File: config.mk
export PLATFORM = sky130hd
export DESIGN_NAME = k_way_sorted_merge_core
export DESIGN_NICKNAME = d
export VERILOG_FILES = /design/src/rtl/kwm_pkg.sv /design/src/rtl/kwm_ctrl.sv /design/src/rtl/kwm_datapath.sv /design/src/rtl/k_way_sorted_merge_core.sv
export SDC_FILE = /design/constraint.sdc
export NUM_CORES = 2
export LEC_CHECK = 0
export BUFFER_PORTS_ARGS = -buffer_cell sky130_fd_sc_hd__buf_2
export CORE_MARGIN = 2
export CORE_UTILIZATION = 45
export CTS_BUF_LIST = sky130_fd_sc_hd__clkbuf_8 sky130_fd_sc_hd__clkbuf_16
export DETAILED_ROUTE_END_ITERATION = 10
export GPL_TIMING_DRIVEN = 0
export SLEW_MARGIN = 20
export SYNTH_ARGS = -nofsm -noshare
export SYNTH_HDL_FRONTEND = slang
export SYNTH_HIERARCHICAL = 1
export SYNTH_SLANG_ARGS = --single-unit
File: constraint.sdc
create_clock -name clk -period 13.4 [get_ports clk]
set_input_delay 2.68 -clock clk [delete_from_list [all_inputs] [get_ports clk]]
set_output_delay 2.68 -clock clk [all_outputs]
set_load 0.02 [all_outputs]
File: src/rtl/kwm_pkg.sv
// ----------------------------------------------------------------------------
// kwm_pkg: shared types and constants of the k-way sorted merge core
// Field layouts of the request and result channels, controller states,
// and the command and status bundles between controller and datapath.
// ----------------------------------------------------------------------------
package kwm_pkg;

  // storage geometry
  localparam int MAX_ROWS = 4;
  localparam int MAX_COLS = 16;
  localparam int DEPTH    = MAX_ROWS * MAX_COLS;
  localparam int ADDR_W   = $clog2(DEPTH);
  localparam int RIDX_W   = $clog2(MAX_ROWS);
  localparam int CUR_W    = $clog2(MAX_COLS + 1);
  localparam int CNT_W    = $clog2(DEPTH + 1);
  localparam int LEAVES   = 1 << RIDX_W;
  localparam int NODES    = 2 * LEAVES - 1;

  // fixed field widths
  localparam int VAL_W    = 32;
  localparam int ROW_W    = 2;
  localparam int COL_W    = 4;
  localparam int RCNT_W   = 3;
  localparam int RLEN_W   = 5;

  // configuration port
  localparam int CFG_IDX_W  = 1;
  localparam int CFG_DATA_W = 5;
  localparam logic [CFG_IDX_W-1:0] REG_ROW_COUNT  = 1'd0;
  localparam logic [CFG_IDX_W-1:0] REG_ROW_LENGTH = 1'd1;

  localparam logic [RCNT_W-1:0] ROW_COUNT_RST  = 3'd4;
  localparam logic [RLEN_W-1:0] ROW_LENGTH_RST = 5'd16;

  // request function codes
  localparam logic FUNC_LOAD  = 1'b0;
  localparam logic FUNC_MERGE = 1'b1;

  typedef struct packed {
    logic                    func;
    logic [ROW_W-1:0]        row;
    logic [COL_W-1:0]        col;
    logic signed [VAL_W-1:0] value;
  } in_t;

  typedef struct packed {
    logic signed [VAL_W-1:0] merged_value;
    logic [ROW_W-1:0]        source_row;
    logic [COL_W-1:0]        source_col;
    logic                    last;
  } out_t;

  typedef enum logic [2:0] {
    ST_IDLE,
    ST_PRIME_RD,
    ST_PRIME_WR,
    ST_PICK,
    ST_FILL
  } state_t;

  // controller to datapath
  typedef struct packed {
    logic load;      // write the request value into the store
    logic clear;     // reset cursors, count and selected row
    logic fetch;     // read head of selected row at its cursor
    logic capture;   // latch read data into head of selected row
    logic next_row;  // step selected row during priming
    logic pick;      // emit the minimum head and advance its row
  } cmd_t;

  // datapath to controller
  typedef struct packed {
    logic empty;       // configured merge has no elements
    logic prime_last;  // selected row is the last configured row
    logic last_pick;   // next pick emits the final element
  } sts_t;

  // flat store address of a row and column
  function automatic logic [ADDR_W-1:0] elem_addr(input logic [RIDX_W-1:0] r,
                                                  input logic [CUR_W-1:0]  c);
    return ADDR_W'(int'(r) * MAX_COLS + int'(c));
  endfunction

endpackage

File: src/rtl/kwm_ctrl.sv
// ----------------------------------------------------------------------------
// kwm_ctrl: merge sequencer
// Accepts requests while idle, primes the row heads from the store, then
// alternates a pick cycle and a head refill cycle until the merge is done.
// ----------------------------------------------------------------------------
module kwm_ctrl (
  input  logic            clk,
  input  logic            rst_n,
  input  logic            start,
  input  logic            func_i,
  input  kwm_pkg::sts_t   sts_i,
  output logic            busy,
  output kwm_pkg::cmd_t   cmd_o
);

  kwm_pkg::state_t state_r;
  kwm_pkg::state_t state_nxt;
  logic            accept;

  assign accept = start && (state_r == kwm_pkg::ST_IDLE);
  assign busy   = (state_r != kwm_pkg::ST_IDLE);

  // state register
  always_ff @(posedge clk) begin
    if (!rst_n) begin
      state_r <= kwm_pkg::ST_IDLE;
    end else begin
      state_r <= state_nxt;
    end
  end

  // next state
  always_comb begin
    state_nxt = state_r;
    unique case (state_r)
      kwm_pkg::ST_IDLE: begin
        if (accept && (func_i == kwm_pkg::FUNC_MERGE) && !sts_i.empty) begin
          state_nxt = kwm_pkg::ST_PRIME_RD;
        end
      end
      kwm_pkg::ST_PRIME_RD: begin
        state_nxt = kwm_pkg::ST_PRIME_WR;
      end
      kwm_pkg::ST_PRIME_WR: begin
        state_nxt = sts_i.prime_last ? kwm_pkg::ST_PICK : kwm_pkg::ST_PRIME_RD;
      end
      kwm_pkg::ST_PICK: begin
        state_nxt = sts_i.last_pick ? kwm_pkg::ST_IDLE : kwm_pkg::ST_FILL;
      end
      kwm_pkg::ST_FILL: begin
        state_nxt = kwm_pkg::ST_PICK;
      end
      default: begin
        state_nxt = kwm_pkg::ST_IDLE;
      end
    endcase
  end

  // command outputs
  always_comb begin
    cmd_o = '0;
    unique case (state_r)
      kwm_pkg::ST_IDLE: begin
        cmd_o.load  = accept && (func_i == kwm_pkg::FUNC_LOAD);
        cmd_o.clear = accept && (func_i == kwm_pkg::FUNC_MERGE);
      end
      kwm_pkg::ST_PRIME_RD: begin
        cmd_o.fetch = 1'b1;
      end
      kwm_pkg::ST_PRIME_WR: begin
        cmd_o.capture  = 1'b1;
        cmd_o.next_row = !sts_i.prime_last;
      end
      kwm_pkg::ST_PICK: begin
        cmd_o.pick = 1'b1;
      end
      kwm_pkg::ST_FILL: begin
        cmd_o.capture = 1'b1;
      end
      default: begin
        cmd_o = '0;
      end
    endcase
  end

endmodule

File: src/rtl/kwm_datapath.sv
// ----------------------------------------------------------------------------
// kwm_datapath: element store, row cursors, head registers and min tree
// Holds the configuration, the 64-entry store with registered read, one
// head register per row and a compare tree that picks the smallest head.
// ----------------------------------------------------------------------------
module kwm_datapath (
  input  logic                             clk,
  input  logic                             rst_n,
  input  kwm_pkg::cmd_t                    cmd_i,
  output kwm_pkg::sts_t                    sts_o,
  input  kwm_pkg::in_t                     in_data_i,
  input  logic                             cfg_we_i,
  input  logic [kwm_pkg::CFG_IDX_W-1:0]    cfg_index_i,
  input  logic [kwm_pkg::CFG_DATA_W-1:0]   cfg_wdata_i,
  output logic                             out_valid_o,
  output kwm_pkg::out_t                    out_data_o
);

  // configuration and effective sizes
  logic [kwm_pkg::RCNT_W-1:0] row_count_r;
  logic [kwm_pkg::RLEN_W-1:0] row_length_r;
  logic [kwm_pkg::RCNT_W-1:0] eff_rows;
  logic [kwm_pkg::RLEN_W-1:0] eff_cols;
  logic [kwm_pkg::CNT_W-1:0]  total;

  // merge state
  logic [kwm_pkg::CUR_W-1:0]        cursor_r [kwm_pkg::MAX_ROWS];
  logic [kwm_pkg::CNT_W-1:0]        count_r;
  logic [kwm_pkg::RIDX_W-1:0]       sel_row_r;
  logic signed [kwm_pkg::VAL_W-1:0] head_r [kwm_pkg::MAX_ROWS];
  logic [kwm_pkg::MAX_ROWS-1:0]     active;

  // store
  logic signed [kwm_pkg::VAL_W-1:0] mem [kwm_pkg::DEPTH];
  logic signed [kwm_pkg::VAL_W-1:0] rd_data_r;
  logic [kwm_pkg::ADDR_W-1:0]       waddr;
  logic [kwm_pkg::ADDR_W-1:0]       raddr;
  logic                             load_en;
  logic                             rd_en;

  // min tree
  logic signed [kwm_pkg::VAL_W-1:0] node_val [kwm_pkg::NODES];
  logic [kwm_pkg::RIDX_W-1:0]       node_row [kwm_pkg::NODES];
  logic                             node_ok  [kwm_pkg::NODES];
  logic signed [kwm_pkg::VAL_W-1:0] win_val;
  logic [kwm_pkg::RIDX_W-1:0]       win_row;
  logic                             win_ok;

  kwm_pkg::out_t out_r;
  logic          out_valid_r;

  // clamp configuration to the store size
  assign eff_rows = (int'(row_count_r) > kwm_pkg::MAX_ROWS)
                  ? kwm_pkg::RCNT_W'(kwm_pkg::MAX_ROWS) : row_count_r;
  assign eff_cols = (int'(row_length_r) > kwm_pkg::MAX_COLS)
                  ? kwm_pkg::RLEN_W'(kwm_pkg::MAX_COLS) : row_length_r;
  assign total    = kwm_pkg::CNT_W'(int'(eff_rows) * int'(eff_cols));

  // rows that still hold elements
  always_comb begin
    for (int i = 0; i < kwm_pkg::MAX_ROWS; i++) begin
      active[i] = (i < int'(eff_rows)) && (int'(cursor_r[i]) < int'(eff_cols));
    end
  end

  // status
  assign sts_o.empty      = (total == '0);
  assign sts_o.prime_last = (int'(sel_row_r) + 1 == int'(eff_rows));
  assign sts_o.last_pick  = (int'(count_r) + 1 == int'(total));

  // store ports
  assign load_en = cmd_i.load
                && (int'(in_data_i.row) < int'(eff_rows))
                && (int'(in_data_i.col) < int'(eff_cols));
  assign waddr   = kwm_pkg::elem_addr(kwm_pkg::RIDX_W'(in_data_i.row),
                                      kwm_pkg::CUR_W'(in_data_i.col));
  assign rd_en   = cmd_i.fetch || cmd_i.pick;
  assign raddr   = cmd_i.pick
                 ? kwm_pkg::elem_addr(win_row, cursor_r[win_row] + 1'b1)
                 : kwm_pkg::elem_addr(sel_row_r, cursor_r[sel_row_r]);

  always_ff @(posedge clk) begin
    if (load_en) begin
      mem[waddr] <= in_data_i.value;
    end
    if (rd_en) begin
      rd_data_r <= mem[raddr];
    end
  end

  // compare tree, ties go to the lower row
  always_comb begin
    for (int i = 0; i < kwm_pkg::LEAVES; i++) begin
      if (i < kwm_pkg::MAX_ROWS) begin
        node_ok[kwm_pkg::LEAVES-1+i]  = active[i];
        node_val[kwm_pkg::LEAVES-1+i] = head_r[i];
      end else begin
        node_ok[kwm_pkg::LEAVES-1+i]  = 1'b0;
        node_val[kwm_pkg::LEAVES-1+i] = '0;
      end
      node_row[kwm_pkg::LEAVES-1+i] = kwm_pkg::RIDX_W'(i);
    end
    for (int n = kwm_pkg::LEAVES - 2; n >= 0; n--) begin
      if (node_ok[2*n+1] && !(node_ok[2*n+2] && (node_val[2*n+2] < node_val[2*n+1]))) begin
        node_ok[n]  = 1'b1;
        node_val[n] = node_val[2*n+1];
        node_row[n] = node_row[2*n+1];
      end else begin
        node_ok[n]  = node_ok[2*n+2];
        node_val[n] = node_val[2*n+2];
        node_row[n] = node_row[2*n+2];
      end
    end
  end

  assign win_ok  = node_ok[0];
  assign win_val = node_val[0];
  assign win_row = node_row[0];

  // control registers
  always_ff @(posedge clk) begin
    if (!rst_n) begin
      row_count_r  <= kwm_pkg::ROW_COUNT_RST;
      row_length_r <= kwm_pkg::ROW_LENGTH_RST;
      count_r      <= '0;
      sel_row_r    <= '0;
      out_valid_r  <= 1'b0;
      for (int i = 0; i < kwm_pkg::MAX_ROWS; i++) begin
        cursor_r[i] <= '0;
      end
    end else begin
      if (cfg_we_i) begin
        unique case (cfg_index_i)
          kwm_pkg::REG_ROW_COUNT:  row_count_r  <= cfg_wdata_i[kwm_pkg::RCNT_W-1:0];
          kwm_pkg::REG_ROW_LENGTH: row_length_r <= cfg_wdata_i[kwm_pkg::RLEN_W-1:0];
          default: ;
        endcase
      end
      out_valid_r <= cmd_i.pick;
      if (cmd_i.clear) begin
        count_r   <= '0;
        sel_row_r <= '0;
        for (int i = 0; i < kwm_pkg::MAX_ROWS; i++) begin
          cursor_r[i] <= '0;
        end
      end else if (cmd_i.pick) begin
        count_r           <= count_r + 1'b1;
        sel_row_r         <= win_row;
        cursor_r[win_row] <= cursor_r[win_row] + 1'b1;
      end else if (cmd_i.next_row) begin
        sel_row_r <= sel_row_r + 1'b1;
      end
    end
  end

  // head and result payload
  always_ff @(posedge clk) begin
    if (cmd_i.capture) begin
      head_r[sel_row_r] <= rd_data_r;
    end
    if (cmd_i.pick) begin
      out_r.merged_value <= win_val;
      out_r.source_row   <= kwm_pkg::ROW_W'(win_row);
      out_r.source_col   <= kwm_pkg::COL_W'(cursor_r[win_row]);
      out_r.last         <= sts_o.last_pick;
    end
  end

  assign out_valid_o = out_valid_r;
  assign out_data_o  = out_r;

  // a pick always finds a live row
  a_pick_has_winner: assert property (@(posedge clk) disable iff (!rst_n)
    cmd_i.pick |-> win_ok)
    else $error("pick with no active row");

  // never emit more than the configured element count
  a_pick_below_total: assert property (@(posedge clk) disable iff (!rst_n)
    cmd_i.pick |-> (count_r < total))
    else $error("pick beyond element count");

  // a head capture follows a store read
  a_capture_after_read: assert property (@(posedge clk) disable iff (!rst_n)
    cmd_i.capture |-> $past(rd_en))
    else $error("head captured without a read");

  // the last result is followed by a gap
  a_last_ends_burst: assert property (@(posedge clk) disable iff (!rst_n)
    (out_valid_r && out_r.last) |=> !out_valid_r)
    else $error("result after last");

endmodule

File: src/rtl/k_way_sorted_merge_core.sv
// ----------------------------------------------------------------------------
// k_way_sorted_merge_core: merges up to four ascending lists into one stream
// Usage: a request is taken on a rising edge with start high and busy low.
// A load request (func 0) writes value at (row, col) and gives
// no result; loads outside the configured rows or columns are dropped.
// A merge request (func 1) emits every stored element of the configured
// lists in ascending order, lower row first on equal values, each result
// on out_data for one cycle with out_valid high; last marks the final one.
// After a merge is taken, each row head is read from the store and captured,
// then results follow, one per pick, with a refill of the emitting row's head
// from the store's registered read port between picks. Busy stays high for
// the whole merge; a load leaves busy low.
// The receiver cannot stall: results must be taken when shown.
// Configuration (cfg_we, cfg_index, cfg_wdata) is to be written while idle;
// the core itself does not enforce this.
// Reset sets row_count to 4 and row_length to 16 and clears the sequencer;
// the store contents are undefined until loaded.
// ----------------------------------------------------------------------------
module k_way_sorted_merge_core (
  input  logic                           clk,
  input  logic                           rst_n,
  input  logic                           start,
  output logic                           busy,
  input  kwm_pkg::in_t                   in_data,
  output logic                           out_valid,
  output kwm_pkg::out_t                  out_data,
  input  logic                           cfg_we,
  input  logic [kwm_pkg::CFG_IDX_W-1:0]  cfg_index,
  input  logic [kwm_pkg::CFG_DATA_W-1:0] cfg_wdata
);

  kwm_pkg::cmd_t cmd;
  kwm_pkg::sts_t sts;

  // sequencer
  kwm_ctrl u_ctrl (
    .clk    (clk),
    .rst_n  (rst_n),
    .start  (start),
    .func_i (in_data.func),
    .sts_i  (sts),
    .busy   (busy),
    .cmd_o  (cmd)
  );

  // store and merge datapath
  kwm_datapath u_datapath (
    .clk         (clk),
    .rst_n       (rst_n),
    .cmd_i       (cmd),
    .sts_o       (sts),
    .in_data_i   (in_data),
    .cfg_we_i    (cfg_we),
    .cfg_index_i (cfg_index),
    .cfg_wdata_i (cfg_wdata),
    .out_valid_o (out_valid),
    .out_data_o  (out_data)
  );

endmodule

==> results.cfg <==
[logic_synthesis]
synthArstFlopShare = 0
synth-seq-cells = 2290
ys_seq_area_frac = 0.7453
synthCells = 5429
synth.distinct_cells = 84
syn_nets = 5609
ys.flop_type = edfxtp_1
syn_area_sq_mm = 0.09195
synth_top_area_cell = edfxtp_1
synth_top_area_share = 0.7403
syn_area_per_cell_sq_um = 16.94
synth_edf_count = 2267
synth_warnings = 6
synth_area_leaders = edfxtp_1 (74%), mux4_2 (9.5%), nand2_1 (3.8%), ha_1 (1.7%), nand3_1 (1.2%)

[finish]
mostFrequentLayoutCells = edfxtp_1 (2,267), nand2_1 (933), mux4_2 (388)
stdcell_count = 8711
syn_to_final_growth_pct = 14.96
drive_above_1_share = 0.1787
fillers = 16360
nets = 6027
final_area_sq_mm = 0.1057
layout_commonest_cell = edfxtp_1

[detailed_routing]
drc = 0
routed_wirelength_microns = 258400
dr_total_vias = 51400
drtAntennaViolNets = 0
wl_per_cell_microns = 29.66
drtIter0Drc = 5860
first_pass_iters = 6
vias_per_cell = 5.900

[setup_path]
cp_max_fo = 13
cp-end-kind = flip-flop
critical-path-max-stage-delay_ns = 0.99
worstPathArrival_ns = 13.36
critPathKind = reg2reg
crit_start = u_datapath/row_length_r[4]$_SDFFE_PN1P_
critical_path_required_ns = 13.89
worstReg2RegStart = u_datapath/row_length_r[4]$_SDFFE_PN1P_
crit_path_start_kind = flip-flop
cpMaxStageDelayCell = o22ai_1

[die]
ios = 90
die_x_microns = 456.0
row_count = 165
initial_utilization = 0.4536
die_h_microns = 456.0
core_area_sq_mm = 0.2027
die-area_sq_mm = 0.2080

[placed_design]
portBuffers = 88
dp_cells = 8288
dp_hpwl_microns = 179700
place_congestion = 0.9392
placed_area_sq_mm = 0.09854
dp_slack_ns = 0.7623

[timing]
slew_headroom = 0.1333
period_share = 0.9603
finClkSkew_ns = 0.05049
min_period_ns = 12.87
drv_slew = 0
hold-worst-slack_ns = 0.4936
fin_ws_ns = 0.5326
timing.final.hold_violations = 0
rsz0062_at_grt = no
setup_viol = 0
worst_pin_slew_ns = 1.300
max_clock_freq_mhz = 77.72

[global_route]
antenna_found_initial = 23
grt_pass1_vias = 50480
grt_max_degree = 65
track_usage = 0.2459
grt_pass1_wl_microns = 365000
grt_overflow = 0

[cts]
insertion_delay_ns = 0.88
postCtsSetupBuffers = 0
post_cts_resized = 0
hold_buffers = 0
path_clk_slew_ns = 0.06
cts_tree = done
clockBufferDepth = 3
cts.sinks = 2290
h-tree-depth = 4
cts_root_buf = clkbuf_16
cts_made_buffers = 229

[hold_path]
hold_start = u_datapath/row_length_r[2]$_SDFFE_PN0P_
hold_class = reg2reg

[flow_run]
maxCapViolations = 0

[run_status]
status = completed

[pwr]
peakVddDrop_v = 0.0001597
p_total_w = 0.01549
power_density_mw_per_mm2 = 146.5
leakagePower_nw = 35.31
[area by class of cell]
cell class	count	area, sq um	area share
well taps	2672	3343	0.03163
inverters	114	427.9	0.004048
flip-flops and latches	2290	68540	0.6483
diodes	7	17.52	0.0001657
repair buffers	187	2715	0.02568
plain buffers	298	1349	0.01276
clock inverters	183	1325	0.01253
multi-input cells	2727	22170	0.2097
clock buffers	233	5831	0.05515
[stage by stage]
stage                     setup TNS [ns]    util
final                                  0  0.5214
after global routing                   0  0.5214
after CTS                              0  0.5213
after detailed placement               0  0.4860
after global placement           -0.5487  0.4722
after floorplan                        0       -
[state kept, by name, summed over array words and instances (netlist names), named ones only]
name                     flops
u_datapath/head_r          128
u_datapath/row_count_r       3
u_datapath/row_length_r      5
u_datapath/mem            2048
u_datapath/cursor_r         20
u_datapath/rd_data_r        32
u_datapath/count_r           7
u_datapath/sel_row_r         2
u_datapath/out_valid_o       1
u_ctrl/state_r               3
u_datapath/out_data_o       39
[worst max-delay path, delay by kind of cell (launching register included)]
family / cells / cell delay, ns
DFF: 1 / 0.51
xor gates and xnor gates: 2 / 0.74
and+or+nand+nor: 10 / 2.98
buffers and inverters: 7 / 2.28
AOI/OAI and AO/OA: 13 / 4.90
adders and majority gates: 4 / 1.05
[per-layer routing]
layer	track usage	up-vias	routed length, microns
met5	0	-	119
met4	0.1043	12	11780
met3	0.04596	498	20350
met1	0.3265	26620	101300
met2	0.3996	2224	124900
li1	-	22040	-
[final timing paths]
| path | endpoint | slack (ns) | cells after the start |
|---|---|---|---|
| min reg2reg | u_datapath/row_length_r[2]$_SDFFE_PN0P_ | 0.49 | 2 |
| min | u_datapath/row_length_r[2]$_SDFFE_PN0P_ | 0.49 | 2 |
| max reg2reg | u_datapath/rd_data_r[11]$_DFFE_PP_ | 0.53 | 36 |
| max | u_datapath/rd_data_r[11]$_DFFE_PP_ | 0.53 | 36 |
[power by group]
part | total [W] | switching (W) | internal, W | leakage, nW
Combinational | 0.00143 | 0.000990 | 0.000441 | 11.0
Clock | 0.00612 | 0.00270 | 0.00342 | 3.70
Sequential | 0.00794 | 0.0000182 | 0.00792 | 20.6
Total | 0.0155 | 0.00370 | 0.0118 | 35.3
[cells in the mapped netlist, types with 5 or more instances]
master / number
a211oi_1: 6
o211ai_1: 38
buf_1: 10
xor2_1: 11
and2_1: 9
nand3_1: 213
mux4_2: 388
dfxtp_1: 23
mux2i_1: 45
o22ai_1: 34
a21o_1: 41
and3_1: 73
o21a_1: 10
a21oi_1: 163
buf_4: 23
nor3_1: 11
a21boi_0: 5
xnor2_1: 19
nand2b_1: 12
a311o_1: 32
or3_1: 7
nor2b_1: 7
a2bb2oi_1: 35
nand2_1: 933
a31oi_1: 101
o21ai_1: 5
buf_6: 9
ha_1: 127
nor2_1: 197
edfxtp_1: 2267
inv_1: 110
o21ai_0: 82
clkbuf_1: 200
nand3b_1: 5
buf_2: 56
nand4_1: 43
[cell families (layout without fill, tap and decap cells)]
kind of cell | count (synthesis) | count (layout) | share of synthesized area
flops | 2290 | 2290 | 0.7453
simple gates | 1538 | 1538 | 0.07164
compound gates | 591 | 591 | 0.04234
mux | 437 | 437 | 0.1004
buf+inv | 412 | 1015 | 0.01925
fa+ha+maj | 131 | 131 | 0.01815
xor+xnor | 30 | 30 | 0.002857
other cells | 0 | 7 | 0
No activity file was read; power rests on OpenSTA's default activity.
